--- config.mk ---
export PLATFORM = sky130hd
export DESIGN_NAME = stop_and_wait_receiver
export DESIGN_NICKNAME = d
export VERILOG_FILES = /design/src/rtl/core/swr_pkg.sv /design/src/rtl/core/swr_proc.sv /design/src/rtl/core/swr_queue.sv /design/src/rtl/core/stop_and_wait_receiver.sv
export SDC_FILE = /design/constraint.sdc
export NUM_CORES = 1
export LEC_CHECK = 0
export BUFFER_PORTS_ARGS = -buffer_cell sky130_fd_sc_hd__buf_2
export CAP_MARGIN = 20
export CELL_PAD_IN_SITES_DETAIL_PLACEMENT = 0
export CELL_PAD_IN_SITES_GLOBAL_PLACEMENT = 2
export CORE_AREA = 5 5 275 277
export CTS_CLUSTER_DIAMETER = 100
export DETAILED_ROUTE_END_ITERATION = 10
export DIE_AREA = 0 0 280 282
export PLACE_DENSITY_LB_ADDON = 0.1
export SYNTH_ARGS = -nofsm -noshare
export SYNTH_HDL_FRONTEND = slang
export SYNTH_SLANG_ARGS = --single-unit
--- constraint.sdc ---
create_clock -name clock -period 8.1 [get_ports clock]
set_input_delay 0.81 -clock clock [delete_from_list [all_inputs] [get_ports clock]]
set_output_delay 0.81 -clock clock [all_outputs]
set_load 0.05 [all_outputs]
--- src/rtl/core/swr_pkg.sv ---
// ----------------------------------------------------------------------------
// swr_pkg
// Shared types and constants for the stop-and-wait receiver.
// ----------------------------------------------------------------------------
`default_nettype none

package swr_pkg;

   // result kinds (tuser)
   localparam logic KIND_PAYLOAD = 1'b0;
   localparam logic KIND_VERDICT = 1'b1;

   // verdict codes
   localparam logic [1:0] VERDICT_ACCEPT  = 2'd0;
   localparam logic [1:0] VERDICT_REACK   = 2'd1;
   localparam logic [1:0] VERDICT_END     = 2'd2;
   localparam logic [1:0] VERDICT_DROPPED = 2'd3;

   // header kind bytes
   localparam logic [7:0] SIGN_DATA = 8'h00;
   localparam logic [7:0] SIGN_ACK  = 8'h02;
   localparam logic [7:0] SIGN_END  = 8'h07;

   // word positions in the datagram
   localparam int IDX_W = 11;
   localparam logic [IDX_W-1:0] IDX_LEN     = 11'd1;
   localparam logic [IDX_W-1:0] IDX_KIND    = 11'd2;
   localparam logic [IDX_W-1:0] IDX_PAYLOAD = 11'd3;
   localparam logic [IDX_W-1:0] IDX_MAX     = 11'd2047;

   localparam logic [15:0] SUM_GOOD = 16'hffff;

   // result queue
   localparam int QUEUE_DEPTH = 4;
   localparam int QPTR_W      = 2;
   localparam int QCNT_W      = 3;

   localparam int RSP_DATA_W = 136;

   typedef struct packed {
      logic        kind;
      logic        run_end;
      logic [15:0] payload_word;
      logic [31:0] payload_offset;
      logic [1:0]  verdict;
      logic        reply_valid;
      logic [15:0] reply_checksum;
      logic [15:0] reply_length;
      logic [7:0]  reply_sign;
      logic [7:0]  reply_seq;
      logic [31:0] total_bytes;
   } swr_result_type;

   // up to two results per word, payload first
   typedef struct packed {
      logic           first_valid;
      logic           second_valid;
      swr_result_type first;
      swr_result_type second;
   } swr_push_type;

   // 16-bit ones'-complement add with end-around carry
   function automatic logic [15:0] oc_add(input logic [15:0] a, input logic [15:0] b);
      logic [16:0] s;
      begin
         s = {1'b0, a} + {1'b0, b};
         oc_add = s[15:0] + {15'd0, s[16]};
      end
   endfunction

endpackage

`default_nettype wire

--- src/rtl/core/swr_proc.sv ---
// ----------------------------------------------------------------------------
// swr_proc
// Per-word datagram processing: checksum, header capture, verdict, reply.
// ----------------------------------------------------------------------------
`default_nettype none

module swr_proc #(
   parameter int MAX_PAYLOAD_BYTES = 2048
) (
   input  wire logic                 clock,
   input  wire logic                 reset,
   input  wire logic                 fire,
   input  wire logic [15:0]          word,
   input  wire logic                 last,
   output swr_pkg::swr_push_type     push
);
   import swr_pkg::*;

   localparam logic [15:0] MaxLen  = 16'(MAX_PAYLOAD_BYTES);
   localparam logic [15:0] HalfMax = 16'(MAX_PAYLOAD_BYTES / 2);

   logic [7:0]       exp_seq_ff, exp_seq_in;
   logic [15:0]      sum_ff, sum_in;
   logic [IDX_W-1:0] idx_ff, idx_in;
   logic [15:0]      hlen_ff, hlen_in;
   logic [7:0]       hkind_ff, hkind_in;
   logic [7:0]       hseq_ff, hseq_in;
   logic [31:0]      total_ff, total_in;
   logic             ovl_ff, ovl_in;

   logic [15:0]      sum_now;
   logic             ovl_now;
   logic [7:0]       hkind_now, hseq_now;
   logic [IDX_W-1:0] pw;
   logic [15:0]      words_in;
   logic             pay_valid;
   logic             bad, is_end, in_order;
   logic [15:0]      rep_len;
   logic [7:0]       rep_sign, rep_seq;
   logic [32:0]      total_sum;
   logic [31:0]      total_sat;
   swr_result_type   pay_r, ver_r;

   always_comb begin
      sum_now   = oc_add(sum_ff, word);
      hkind_now = (idx_ff == IDX_KIND) ? word[7:0]  : hkind_ff;
      hseq_now  = (idx_ff == IDX_KIND) ? word[15:8] : hseq_ff;
      pw        = idx_ff - IDX_PAYLOAD;
      // payload words so far including this one: idx - 2
      words_in  = 16'(idx_ff - IDX_KIND);

      ovl_now = ovl_ff;
      if (idx_ff == IDX_KIND && hlen_ff > MaxLen) begin
         ovl_now = 1'b1;
      end
      if (idx_ff >= IDX_PAYLOAD && (idx_ff == IDX_MAX || words_in > HalfMax)) begin
         ovl_now = 1'b1;
      end

      pay_valid = idx_ff >= IDX_PAYLOAD && !ovl_now && hkind_ff == SIGN_DATA;

      bad      = idx_ff < IDX_KIND || sum_now != SUM_GOOD || ovl_now;
      is_end   = hkind_now == SIGN_END;
      in_order = hseq_now == exp_seq_ff;

      // one reply header checksum; ACKs carry the expected number either way
      rep_len  = is_end ? hlen_ff : 16'd0;
      rep_sign = is_end ? SIGN_END : SIGN_ACK;
      rep_seq  = is_end ? hseq_now : exp_seq_ff;

      total_sum = {1'b0, total_ff} + {16'd0, hlen_ff};
      total_sat = total_sum[32] ? 32'hffff_ffff : total_sum[31:0];

      pay_r                = '0;
      pay_r.kind           = KIND_PAYLOAD;
      pay_r.payload_word   = word;
      pay_r.payload_offset = total_ff + {20'd0, pw, 1'b0};
      pay_r.run_end        = !last;

      ver_r         = '0;
      ver_r.kind    = KIND_VERDICT;
      ver_r.run_end = 1'b1;
      if (bad || (hkind_now != SIGN_DATA && !is_end)) begin
         ver_r.verdict = VERDICT_DROPPED;
      end else begin
         ver_r.reply_valid    = 1'b1;
         ver_r.reply_checksum = ~oc_add(rep_len, {rep_seq, rep_sign});
         ver_r.reply_length   = rep_len;
         ver_r.reply_sign     = rep_sign;
         ver_r.reply_seq      = rep_seq;
         if (is_end) begin
            ver_r.verdict     = VERDICT_END;
            ver_r.total_bytes = total_ff;
         end else if (in_order) begin
            ver_r.verdict = VERDICT_ACCEPT;
         end else begin
            ver_r.verdict = VERDICT_REACK;
         end
      end

      push.first_valid  = fire && (pay_valid || last);
      push.second_valid = fire && pay_valid && last;
      push.first        = pay_valid ? pay_r : ver_r;
      push.second       = ver_r;

      // next state
      exp_seq_in = exp_seq_ff;
      total_in   = total_ff;
      sum_in     = sum_now;
      idx_in     = (idx_ff == IDX_MAX) ? idx_ff : idx_ff + 1'b1;
      hlen_in    = (idx_ff == IDX_LEN) ? word : hlen_ff;
      hkind_in   = hkind_now;
      hseq_in    = hseq_now;
      ovl_in     = ovl_now;
      if (last) begin
         if (ver_r.verdict == VERDICT_END) begin
            exp_seq_in = '0;
            total_in   = '0;
         end else if (ver_r.verdict == VERDICT_ACCEPT) begin
            exp_seq_in = exp_seq_ff + 1'b1;
            total_in   = total_sat;
         end
         sum_in   = '0;
         idx_in   = '0;
         hlen_in  = '0;
         hkind_in = '0;
         hseq_in  = '0;
         ovl_in   = 1'b0;
      end
   end

   always_ff @(posedge clock) begin
      if (reset) begin
         exp_seq_ff <= '0;
         sum_ff     <= '0;
         idx_ff     <= '0;
         hlen_ff    <= '0;
         hkind_ff   <= '0;
         hseq_ff    <= '0;
         total_ff   <= '0;
         ovl_ff     <= 1'b0;
      end else if (fire) begin
         exp_seq_ff <= exp_seq_in;
         sum_ff     <= sum_in;
         idx_ff     <= idx_in;
         hlen_ff    <= hlen_in;
         hkind_ff   <= hkind_in;
         hseq_ff    <= hseq_in;
         total_ff   <= total_in;
         ovl_ff     <= ovl_in;
      end
   end

endmodule

`default_nettype wire

--- src/rtl/core/swr_queue.sv ---
// ----------------------------------------------------------------------------
// swr_queue
// Result queue: takes up to two results a cycle, hands out one.
// ----------------------------------------------------------------------------
`default_nettype none

module swr_queue (
   input  wire logic                   clock,
   input  wire logic                   reset,
   input  wire swr_pkg::swr_push_type  push,
   output logic                        room,
   output logic                        out_valid,
   input  wire logic                   out_ready,
   output swr_pkg::swr_result_type     out_data
);
   import swr_pkg::*;

   swr_result_type    mem_ff [QUEUE_DEPTH];
   logic [QPTR_W-1:0] wr_ff, wr_in;
   logic [QPTR_W-1:0] rd_ff, rd_in;
   logic [QCNT_W-1:0] cnt_ff, cnt_in;
   logic              pop;
   logic [QCNT_W-1:0] push_n;

   assign room      = cnt_ff <= QCNT_W'(QUEUE_DEPTH - 2);
   assign out_valid = cnt_ff != '0;
   assign out_data  = mem_ff[rd_ff];
   assign pop       = out_valid && out_ready;

   always_comb begin
      push_n = QCNT_W'(push.first_valid) + QCNT_W'(push.second_valid);
      wr_in  = wr_ff + QPTR_W'(push_n);
      rd_in  = pop ? rd_ff + 1'b1 : rd_ff;
      cnt_in = cnt_ff + push_n - QCNT_W'(pop);
   end

   always_ff @(posedge clock) begin
      if (push.first_valid) begin
         mem_ff[wr_ff] <= push.first;
      end
      if (push.second_valid) begin
         mem_ff[wr_ff + 1'b1] <= push.second;
      end
   end

   always_ff @(posedge clock) begin
      if (reset) begin
         wr_ff  <= '0;
         rd_ff  <= '0;
         cnt_ff <= '0;
      end else begin
         wr_ff  <= wr_in;
         rd_ff  <= rd_in;
         cnt_ff <= cnt_in;
      end
   end

   a_no_overfill: assert property (@(posedge clock) disable iff (reset)
      cnt_ff <= QCNT_W'(QUEUE_DEPTH))
      else $error("result queue over capacity");

   a_push_has_room: assert property (@(posedge clock) disable iff (reset)
      push.first_valid |-> room)
      else $error("push without room");

   a_pop_drains: assert property (@(posedge clock) disable iff (reset)
      (pop && !push.first_valid) |=> cnt_ff == $past(cnt_ff) - 1'b1)
      else $error("pop did not drain queue");

endmodule

`default_nettype wire

--- src/rtl/core/stop_and_wait_receiver.sv ---
// ----------------------------------------------------------------------------
// stop_and_wait_receiver
// Receive side of a stop-and-wait ARQ link with Internet checksum.
// ----------------------------------------------------------------------------
// Datagram words enter on req_ (16-bit words, tlast on the final one) and
// are taken one per cycle while the queue has room. Each word is registered,
// then processed in a single pass that updates the ones'-complement sum
// and header state and pushes its results into a four-entry result queue
// feeding rsp_. Payload words come out tentatively (tuser 0) with their
// byte offset; the last word of a datagram yields a verdict (tuser 1) with
// the ACK or END reply header. A result passes through the input register
// and the result queue. Sustained rate is one word per cycle while each
// word gives at most one result and rsp_tready stays high; the last word
// of a data packet whose tail is a payload word gives two results, so the
// single-result output port sets the pace there. Bad, over-long and
// unknown-kind packets give a dropped verdict with no reply.
// ----------------------------------------------------------------------------
`default_nettype none

module stop_and_wait_receiver #(
   parameter int MAX_PAYLOAD_BYTES = 2048
) (
   input  wire logic                             clock,
   input  wire logic                             reset,
   // input words
   input  wire logic                             req_tvalid,
   output logic                                  req_tready,
   input  wire logic [15:0]                      req_tdata,   // [15:0] word
   input  wire logic                             req_tlast,   // last word of datagram
   // results
   output logic                                  rsp_tvalid,
   input  wire logic                             rsp_tready,
   // [15:0] payload_word, [47:16] payload_offset, [49:48] verdict,
   // [50] reply_valid, [66:51] reply_checksum, [82:67] reply_length,
   // [90:83] reply_sign, [98:91] reply_seq, [130:99] total_bytes, rest 0
   output logic [swr_pkg::RSP_DATA_W-1:0]        rsp_tdata,
   output logic                                  rsp_tuser,   // kind: 0 payload, 1 verdict
   output logic                                  rsp_tlast    // last result of this word
);
   import swr_pkg::*;

   // input register
   logic        in_valid_ff;
   logic [15:0] in_word_ff;
   logic        in_last_ff;

   logic           fire;
   logic           room;
   swr_push_type   push;
   swr_result_type rsp;

   // a registered word is processed as soon as the queue can hold two results
   assign fire       = in_valid_ff && room;
   assign req_tready = !in_valid_ff || fire;

   always_ff @(posedge clock) begin
      if (reset) begin
         in_valid_ff <= 1'b0;
      end else if (req_tready) begin
         in_valid_ff <= req_tvalid;
      end
   end

   always_ff @(posedge clock) begin
      if (req_tready && req_tvalid) begin
         in_word_ff <= req_tdata;
         in_last_ff <= req_tlast;
      end
   end

   swr_proc #(
      .MAX_PAYLOAD_BYTES(MAX_PAYLOAD_BYTES)
   ) u_proc (
      .clock (clock),
      .reset (reset),
      .fire  (fire),
      .word  (in_word_ff),
      .last  (in_last_ff),
      .push  (push)
   );

   swr_queue u_queue (
      .clock     (clock),
      .reset     (reset),
      .push      (push),
      .room      (room),
      .out_valid (rsp_tvalid),
      .out_ready (rsp_tready),
      .out_data  (rsp)
   );

   assign rsp_tuser = rsp.kind;
   assign rsp_tlast = rsp.run_end;
   assign rsp_tdata = {5'd0, rsp.total_bytes, rsp.reply_seq, rsp.reply_sign,
                       rsp.reply_length, rsp.reply_checksum, rsp.reply_valid,
                       rsp.verdict, rsp.payload_offset, rsp.payload_word};

endmodule

`default_nettype wire
==> results.py <==
metrics = {
    "outcome": {
        "outcome": "finished, final reports clean",
    },
    "critical_path": {
        "cp.arrival_ns": 7.24,
        "crit_path_start_kind": "register",
        "crit_required_ns": 8.44,
        "crit_type": "reg -> reg",
        "cp-end-kind": "register",
        "crit_fanout": 31,
    },
    "layout": {
        "final_common_cell": "edfxtp_1",
        "layout_common_cells": "edfxtp_1 (321), dfxtp_1 (308), nor2_1 (229), and2_1 (210), buf_2 (150)",
        "area_growth_pct": 13.6,
        "finish.utilization_pct": 47.3,
        "fin_nets": 2781,
        "drive_gt1_share_pct": 18.0,
    },
    "cts": {
        "htreeDepth": 3,
        "clockBufferDepth": 3,
        "hold_buffers": 0,
        "clk_latency_ns": 0.61,
        "postCtsSetupRepairBufs": 0,
        "cts.clk_slew.worst_paths_ns": 0.06,
        "cts_buffers": 72,
        "cts_resized": 0,
        "cts.sinks": 631,
        "cts_root_buf": "clkbuf_16",
        "cts_tree": "yes",
    },
    "global_routing": {
        "grt_antenna_before_repair": 2,
        "grt_max_degree": 83,
        "grt_first_pass_wirelength_um": 140000,
        "grt_pass1_vias": 22100,
        "grt_usage_pct": 23.0,
        "grt_overflow_total": 0,
    },
    "logic_synthesis": {
        "ys_seq_area_share_pct": 52.4,
        "avgSynthCellArea_um2": 11.6,
        "syn-cell-area_um2": 30200,
        "yosysTopAreaCell": "edfxtp_1",
        "synthArstFlopShare_pct": 0,
        "synth_area_leaders": "edfxtp_1 (32%), dfxtp_1 (21%), mux4_2 (9.4%), and2_1 (4.3%), nor2_1 (2.9%)",
        "yosysWarnings": 0,
        "synth-seq-cells": 631,
        "synth_enable_flop_cells": 321,
        "syn_inst": 2605,
        "ys.flop_type": "edfxtp_1",
        "ys_types": 82,
        "yosys.area.top_type_share_pct": 31.9,
    },
    "timing": {
        "rsz0062_at_grt": "no",
        "fmax_ghz": 0.145,
        "slew_viol_final": 0,
        "slew_headroom_pct": 34.4,
        "tightest_slew_ns": 0.968,
        "fin_skew_ns": 0.0180,
        "period_needed_ns": 6.90,
        "setup_viol": 0,
        "tns_ns": 0,
        "hold_viol": 0,
        "finalCritPeriodShare_pct": 85.2,
    },
    "detailed_routing": {
        "via_per_inst": 5.85,
        "wire_per_inst_um": 25.0,
        "totalWireLength_um": 92600,
        "drtPass1Iterations": 5,
        "vias": 21700,
        "drtIter0Drc": 1924,
        "antenna_left": 0,
        "drc": 0,
    },
    "pwr": {
        "powerDensity_nw_per_um2": 247,
        "pwr-share-clk_pct": 38.7,
        "p_switching_w": 0.00260,
        "combPwrFrac_pct": 19.8,
        "internal-power_w": 0.00587,
        "ir_worst_vdd_uv": 171,
        "leakagePower_nw": 12.4,
        "p_seq_share_pct": 41.5,
        "p_sw_share_pct": 30.7,
    },
    "placed_design": {
        "dp_hpwl_um": 59700,
        "routabilityCongestion": 0.846,
        "numPortBuffers": 150,
    },
    "worst_hold_path": {
        "hp-class": "in -> reg",
    },
    "die": {
        "die_y_um": 282,
        "num_rows": 99,
        "die_area_um2": 79000,
        "initial_core_util_pct": 41.6,
        "ios": 161,
        "coreArea_um2": 72600,
        "die_w_um": 280,
    },
    "run": {
        "cap_violations": 0,
    },
}
cell type report:
cell class	count	area, um2
fill	6659	38200
sequential	631	15900
multi-input combinational	1704	13400
clock buffer	98	2030
timing repair buffer	215	1290
tap	959	1200
clock inverter	32	343
inverter	65	249
antenna	2	5.00
final timing paths:
kind                          startpoint  slack, ns                      to  cells past startpoint
setup / recovery        u_proc.idx_ff[2]       1.20   u_queue.mem_ff[2][79]                     24
setup reg to reg        u_proc.idx_ff[2]       1.20   u_queue.mem_ff[2][79]                     24
hold reg to reg   u_queue.mem_ff[1][132]       0.45  u_queue.mem_ff[1][132]                      2
hold / removal                 req_tlast       0.38              in_last_ff                      1
power by group through the flow:
stage	Sequential, W	Clock (W)	Combinational [W]
6_report	0.00352	0.00328	0.00168
5_1_grt	0.00353	0.00349	0.00178
4_1_cts	0.00352	0.00336	0.00170
3_5_place_dp	0.00359	0	0.00170
3_3_place_gp	0.00358	0	0.00169
2_1_floorplan	0.00351	0	0.00133
layer usage:
layer	GRT usage, %	vias to the layer above	routed length [um]
met3	2.90	115	4180
li1	-	9946	-
met4	5.60	0	1760
met2	39.2	584	45300
met5	0	-	0
met1	31.5	11000	41300
sequential cells by signal, summed over array words and instances, names as in the netlist, 2 cells and up, named ones only:
signal	flops
u_proc.hseq_ff	8
u_queue.mem_ff	504
u_proc.hkind_ff	8
u_queue.rd_ff	2
u_proc.sum_ff	16
u_proc.hlen_ff	16
u_proc.idx_ff	11
u_queue.cnt_ff	3
u_queue.wr_ff	2
u_proc.exp_seq_ff	8
u_proc.total_ff	32
in_word_ff	16
worst max-delay path, stage by stage (launching register included):
cell      delay, ns
dfxtp_1        0.54
inv_1          0.14
ha_1           0.26
nand4_1        0.13
buf_4          0.29
mux2_2         0.58
o21ai_0        0.61
inv_1          0.10
ha_1           0.38
nand3_1        0.12
o311a_1        0.38
o31ai_1        0.42
nand2_1        0.15
nand2b_1       0.10
a21o_1         0.11
ha_1           0.24
nand2_1        0.07
a21oi_1        0.27
nand3_1        0.18
nor2_1         0.23
nand3_1        0.20
or4b_2         0.64
nand3_1        0.11
xor2_1         0.27
nor2_1         0.09
kinds of logic (layout without fill, tap and decap cells):
group                      Yosys count  after routing  share of synthesized area, %
other                                1             12                        0.0124
xor gates and xnor gates           102            102                          3.00
and+or+nand+nor                    834            834                          14.3
AOI/OAI and AO/OA                  545            545                          13.5
muxes                              142            142                          9.93
buffers and inverters              279            410                          3.83
DFF                                631            631                          52.4
adders and majority gates           71             71                          3.04
cell usage after synthesis (6+ instances only):
| cell type | count |
|---|---|
| and3_1 | 26 |
| clkbuf_1 | 133 |
| nand2b_1 | 14 |
| a22oi_1 | 44 |
| or2_2 | 8 |
| nand4_1 | 24 |
| dfxtp_1 | 310 |
| or4_1 | 16 |
| nor3b_1 | 10 |
| a22o_1 | 32 |
| nor4_1 | 28 |
| nor2b_1 | 11 |
| o21bai_1 | 6 |
| a211oi_1 | 14 |
| a21o_1 | 17 |
| xor2_1 | 50 |
| mux4_2 | 126 |
| o211ai_1 | 6 |
| o21ai_0 | 67 |
| a21oi_1 | 102 |
| nor2_1 | 232 |
| and2_1 | 210 |
| o31ai_1 | 15 |
| ha_1 | 67 |
| o22ai_1 | 6 |
| nand2_1 | 115 |
| a221oi_1 | 8 |
| or3_1 | 11 |
| mux2i_1 | 14 |
| buf_4 | 12 |
| nor3_1 | 36 |
| buf_1 | 32 |
| a32o_1 | 75 |
| buf_2 | 34 |
| edfxtp_1 | 321 |
| a31oi_1 | 13 |
| nand3b_1 | 7 |
| inv_1 | 65 |
| o2bb2ai_1 | 89 |
| xnor2_1 | 51 |
| nand3_1 | 68 |
per-stage QoR:
| stage | area, um2 | worst slack, ns | power, W | std cells | hold slack, ns |
|---|---|---|---|---|---|
| finish | 34300 | 1.20 | 0.00847 | 3706 | 0.380 |
| global route | 34300 | 0.618 | 0.00880 | 3704 | 0.355 |
| global placement | 31900 | 1.45 | 0.00528 | 3569 | 0.434 |
| CTS | 34300 | 1.26 | 0.00858 | 3700 | 0.343 |
| floorplan | 30300 | 1.90 | 0.00484 | 2614 | 0.418 |
| detailed placement | 31900 | 1.33 | 0.00528 | 3570 | 0.436 |
Note: power is estimated with default switching activity, not from simulation.
